--- config.mk ---
export PLATFORM = sky130hd
export DESIGN_NAME = wolc_out_fifo
export DESIGN_NICKNAME = d
export VERILOG_FILES = /design/src/hdl/wolc_pkg.sv /design/src/hdl/wolc_out_fifo.sv
export SDC_FILE = /design/constraint.sdc
export NUM_CORES = 1
export LEC_CHECK = 0
export ABC_AREA = 1
export BUFFER_PORTS_ARGS = -buffer_cell sky130_fd_sc_hd__buf_2
export CORE_AREA = 2 2 83 145
export CTS_BUF_LIST = sky130_fd_sc_hd__clkbuf_4 sky130_fd_sc_hd__clkbuf_8 sky130_fd_sc_hd__clkbuf_16
export DETAILED_ROUTE_END_ITERATION = 8
export DIE_AREA = 0 0 85 147
export PLACE_DENSITY = 0.83
export SKIP_CTS_REPAIR_TIMING = 1
export SLEW_MARGIN = 20
export SYNTH_ARGS = -nofsm -noshare
export SYNTH_HDL_FRONTEND = slang
export SYNTH_SLANG_ARGS = --single-unit
--- constraint.sdc ---
create_clock -name clk -period 2.2 [get_ports clk]
set_input_delay 0.55 -clock clk [delete_from_list [all_inputs] [get_ports clk]]
set_output_delay 0.55 -clock clk [all_outputs]
set_load 0.05 [all_outputs]
--- src/hdl/wolc_pkg.sv ---
// Package for the wavetable oscillator core: widths, register codes and
// the sample RAM port structs. Used by every file under hdl.
package wolc_pkg;

	localparam int NUM_TABLES  = 8;
	localparam int TABLE_DEPTH = 2048;
	localparam int TBL_W       = $clog2(NUM_TABLES);
	localparam int IDX_W       = $clog2(TABLE_DEPTH);
	localparam int ADDR_W      = TBL_W + IDX_W;
	localparam int RAM_DEPTH   = NUM_TABLES * TABLE_DEPTH;

	localparam int SAMPLE_W    = 16;
	localparam int FRAC_W      = 16;
	localparam int PHASE_W     = 43;
	localparam int PFRAC_W     = 32;
	localparam int PINT_W      = PHASE_W - PFRAC_W;
	localparam int LEN_W       = 12;
	localparam int CFG_IDX_W   = 1;
	localparam int CFG_DATA_W  = 43;

	localparam int OUT_DEPTH   = 8;
	localparam int OPTR_W      = $clog2(OUT_DEPTH);
	localparam int OCNT_W      = OPTR_W + 1;

	localparam logic [LEN_W-1:0] LEN_MAX = LEN_W'(TABLE_DEPTH);
	localparam logic [LEN_W-1:0] LEN_MIN = LEN_W'(1);

	typedef enum logic [CFG_IDX_W-1:0] {
		CFG_PHASE_INC = 1'b0,
		CFG_SAMPLES   = 1'b1
	} cfg_reg_t;

	// sample RAM write port
	typedef struct packed {
		logic                en;
		logic [ADDR_W-1:0]   addr;
		logic [SAMPLE_W-1:0] data;
	} ram_wr_t;

	// sample RAM read addresses, both read every cycle
	typedef struct packed {
		logic [ADDR_W-1:0] addr_a;
		logic [ADDR_W-1:0] addr_b;
	} ram_rd_t;

	// One step of restoring modulo: shift in one dividend bit, subtract once.
	function automatic logic [IDX_W-1:0] mod_step(
		input logic [IDX_W-1:0] rem,
		input logic             din,
		input logic [LEN_W-1:0] len
	);
		logic [LEN_W-1:0] t;
		logic [LEN_W-1:0] r;
		t = {rem, din};
		r = (t >= len) ? (t - len) : t;
		return r[IDX_W-1:0];
	endfunction

endpackage

--- src/hdl/wolc_out_fifo.sv ---
// Small output queue for finished samples, sized to cover the pipeline.
// Depends on wolc_pkg for depth and widths.
module wolc_out_fifo
	import wolc_pkg::*;
(
	input  logic                clk,
	input  logic                arst_n,
	input  logic                push,
	input  logic [SAMPLE_W-1:0] push_data,
	output logic                tvalid,
	input  logic                tready,
	output logic [SAMPLE_W-1:0] tdata
);

	logic [SAMPLE_W-1:0] buf_q [OUT_DEPTH];
	logic [OPTR_W-1:0]   wr_ptr_q;
	logic [OPTR_W-1:0]   rd_ptr_q;
	logic [OCNT_W-1:0]   cnt_q;
	logic                do_push;
	logic                do_pop;

	assign tvalid  = (cnt_q != '0);
	assign tdata   = buf_q[rd_ptr_q];
	assign do_pop  = tvalid && tready;
	assign do_push = push && (cnt_q != OCNT_W'(OUT_DEPTH));

	// store pushed samples
	always_ff @(posedge clk) begin
		if (do_push) begin
			buf_q[wr_ptr_q] <= push_data;
		end
	end

	// advance pointers and count
	always_ff @(posedge clk or negedge arst_n) begin
		if (!arst_n) begin
			wr_ptr_q <= '0;
			rd_ptr_q <= '0;
			cnt_q    <= '0;
		end else begin
			if (do_push) begin
				wr_ptr_q <= wr_ptr_q + OPTR_W'(1);
			end
			if (do_pop) begin
				rd_ptr_q <= rd_ptr_q + OPTR_W'(1);
			end
			case ({do_push, do_pop})
				2'b10:   cnt_q <= cnt_q + OCNT_W'(1);
				2'b01:   cnt_q <= cnt_q - OCNT_W'(1);
				default: cnt_q <= cnt_q;
			endcase
		end
	end

endmodule

==> out/metrics.csv <==
stage;metric;value;unit
finish;Layout area overhead;28.8;%
die;Initial Utilization;53.6;%
timing;post-route minimum period;2460;ps
clocking;CTS H-tree lvls;4;
worst_setup_path;crit path from;rd_ptr_q[0]$_DFFE_PN0P_;
route;Routed Antenna Nets;0;
route;per-cell routed wire length;18.6;um
die;Die ar.;12500;um2
worst_setup_path;CP Launch Type;register;
global_routing;Remaining Overflow, GRT;0;
die;Die X;85;um
finish;Antenna Cells;0;
power_and_ir_drop;Switching Share;40.8;%
clocking;Longest Clk Path Bufs;2;
timing;Final WS setup;-261;ps
timing;Slew Viols, Final;0;
global_routing;initial antenna violation count;0;
finish;most common cell after layout, fill and taps aside;nand2_1;
placement;port bufs;36;
finish;most frequent cells in the layout;nand2_1 (230), edfxtp_1 (128), nor2_1 (91);
worst_setup_path;WP data required;1650;ps
clocking;CTS tree;yes;
timing;Slew @ Worst Pin;344;ps
route;DRC viols;0;
worst_setup_path;crit-path max cell delay;530;ps
worst_setup_path;Worst Setup End Kind;output port;
global_routing;pin count of the biggest net entering global routing;41;
run_status;failing checks;negative setup slack;
global_routing;first-pass GRT wire length;21.3;mm
worst_setup_path;Crit Reg-Reg Startpoint;cnt_q[1]$_DFFE_PN0P_;
power_and_ir_drop;Pint;7370;uW
die;core area;11400;um2
power_and_ir_drop;Sw Pwr;5080;uW
timing;Tcrit/Tclk final;112;%
timing;Final Hold Vio Count;0;
worst_setup_path;CP delay by family, top;flip-flops;
logic_synthesis;Unique masters post-synth;17;
clocking;clk sinks;138;
worst_setup_path;crit path cell chain;buf_6, clkbuf_16, nor2_4, nor2_1, nand2_1, nand2_1, nand2_1, nand2_2, buf_8;
die;height of the die;147;um
logic_synthesis;syn_nets;660;
worst_setup_path;Max Fanout on Critical Path;6;
logic_synthesis;yosys warns;0;
worst_hold_path;HP Class;in -> reg;
route;vias;4632;
worst_setup_path;critical path's slowest cell;dfrtp_4;
clocking;total CTS buffers;17;
power_and_ir_drop;combinational share of power;49.4;%
placement;DP HPWL;8.23;mm
worst_setup_path;critical path buffer and inverter count;3;
run;max-cap check violation count;0;
finish;share of layout cells above drive strength 1;23.0;%
logic_synthesis;syn_area_per_cell;9.62;um2
power_and_ir_drop;Leakage;0.00346;uW
finish;Layout Nets;738;
global_routing;number of global-route vias before repair;4361;
worst_hold_path;Hold Path Origin;push_data[1];
timing;Slew HR;77.1;%
die;FP Rows;52;
logic_synthesis;Mapped Cells;634;
timing;Setup Skew;7.17;ps
clocking;Worst-path clk slew;60;ps
placement;gpl congestion;0.835;
power_and_ir_drop;clock share of power;22.0;%
worst_setup_path;WP data arrival;1910;ps
timing;Final setup viols;16;
logic_synthesis;Synth Register Bits;138;
logic_synthesis;Seq/Total Area, Yosys;67.1;%
worst_setup_path;critical path's most frequent cell;nand2_1;
die;Ports;37;
run_status;status;finished, violations left;
route;first drt pass iteration count;5;
clocking;clk root buf;clkbuf_16;
placement;pre-CTS setup slack;50.9;ps
finish;Fillers;701;
power_and_ir_drop;total power draw;12500;uW
route;DRT Wirelength;16.0;mm
route;Avg Vias per Cell;5.39;
power_and_ir_drop;Max VDD drop;0.00111;V
clocking;worst-skew pair later-pin latency;420;ps
logic_synthesis;synthesized area;6100;um2
global_routing;overall routing resource usage;22.9;%
timing;RSZ-0062 raised after global routing;true;
power_and_ir_drop;Flop pwr share;28.6;%
route;initial drt markers;582;
timing;Max Clk Rate;0.406;GHz
worst_setup_path;Setup CP Type;reg -> out;
power_and_ir_drop;Pwr Density;1580;nW/um2
## path summary, 6_finish.rpt
check                      depth (start not counted)  slack (ps)                      end
max                                                9        -260                 tdata[0]
min                                                1         390    buf_q[0][1]$_DFFE_PP_
max reg2reg                                       11         100     cnt_q[3]$_DFFE_PN0P_
min reg2reg                                        2         530  wr_ptr_q[0]$_DFFE_PN0P_
max in group asynchronous                          2        1440  rd_ptr_q[0]$_DFFE_PN0P_
min in group asynchronous                          2         530  rd_ptr_q[1]$_DFFE_PN0P_
## cells by family after synthesis
family / after synthesis / synth area share (%)
simple gates: 379 / 23.6
flops: 138 / 67.1
buf+inv: 102 / 6.91
fa+ha+maj: 6 / 1.35
xor+xnor: 5 / 0.718
compound gates: 4 / 0.328
## Yosys cell counts
cell,number,share of area (%)
clkbuf_1,3,0.18
xnor2_1,4,0.57
nand2_2,1,0.10
edfxtp_1,128,63
buf_2,16,1.3
nor2_1,134,8.2
dfrtp_1,10,4.1
inv_1,78,4.8
o21ai_0,4,0.33
nand2_1,235,14
ha_1,5,1.0
nand3_1,4,0.33
nor3_1,4,0.33
fa_1,1,0.33
xor2_1,1,0.14
buf_4,5,0.62
or2_2,1,0.10
## per-stage QoR
stage	setup TNS (ps)	cells	hold slack, ps	area, um2	util [%]
after floorplan	-434	634	254	6110	-
after global placement	0	809	423	6600	58.0
after detailed placement	0	809	430	6600	58.0
after CTS	-3040	841	-10.2	7170	63.0
after global routing	-4100	860	405	7860	69.0
final	-3090	860	393	7860	69.0
## state kept, by name, indices dropped and copies added (netlist names)
signal,cells
buf_q,128
cnt_q,4
rd_ptr_q,3
wr_ptr_q,3
## routing by layer
layer	vias to the layer above	part of all wire [%]	global-route usage, %
li1	2124	-	-
met1	2229	34	25.1
met2	227	55	41.6
met3	52	7.3	5.96
met4	0	3.3	8.73
met5	-	0	0
## power groups by stage
stage          clock [uW]  combinational [uW]  sequential [uW]
2_1_floorplan           0                3320             3480
3_3_place_gp            0                4240             3530
3_5_place_dp            0                4450             3560
4_1_cts              2720                4500             3520
5_1_grt              2860                6570             3590
6_report             2740                6150             3560
## area by class of cell
cell class                      instances  area (um2)  area share (%)
Tap cell                              135         169            2.15
Multi-Input combinational cell        394        1840            23.4
Inverter                               78         293            3.73
Clock buffer                           22         463            5.89
Clock inverter                         10         101            1.29
Sequential cell                       138        4100            52.1
Timing Repair Buffer                   83         893            11.4
(Power assumes the default switching activity.)
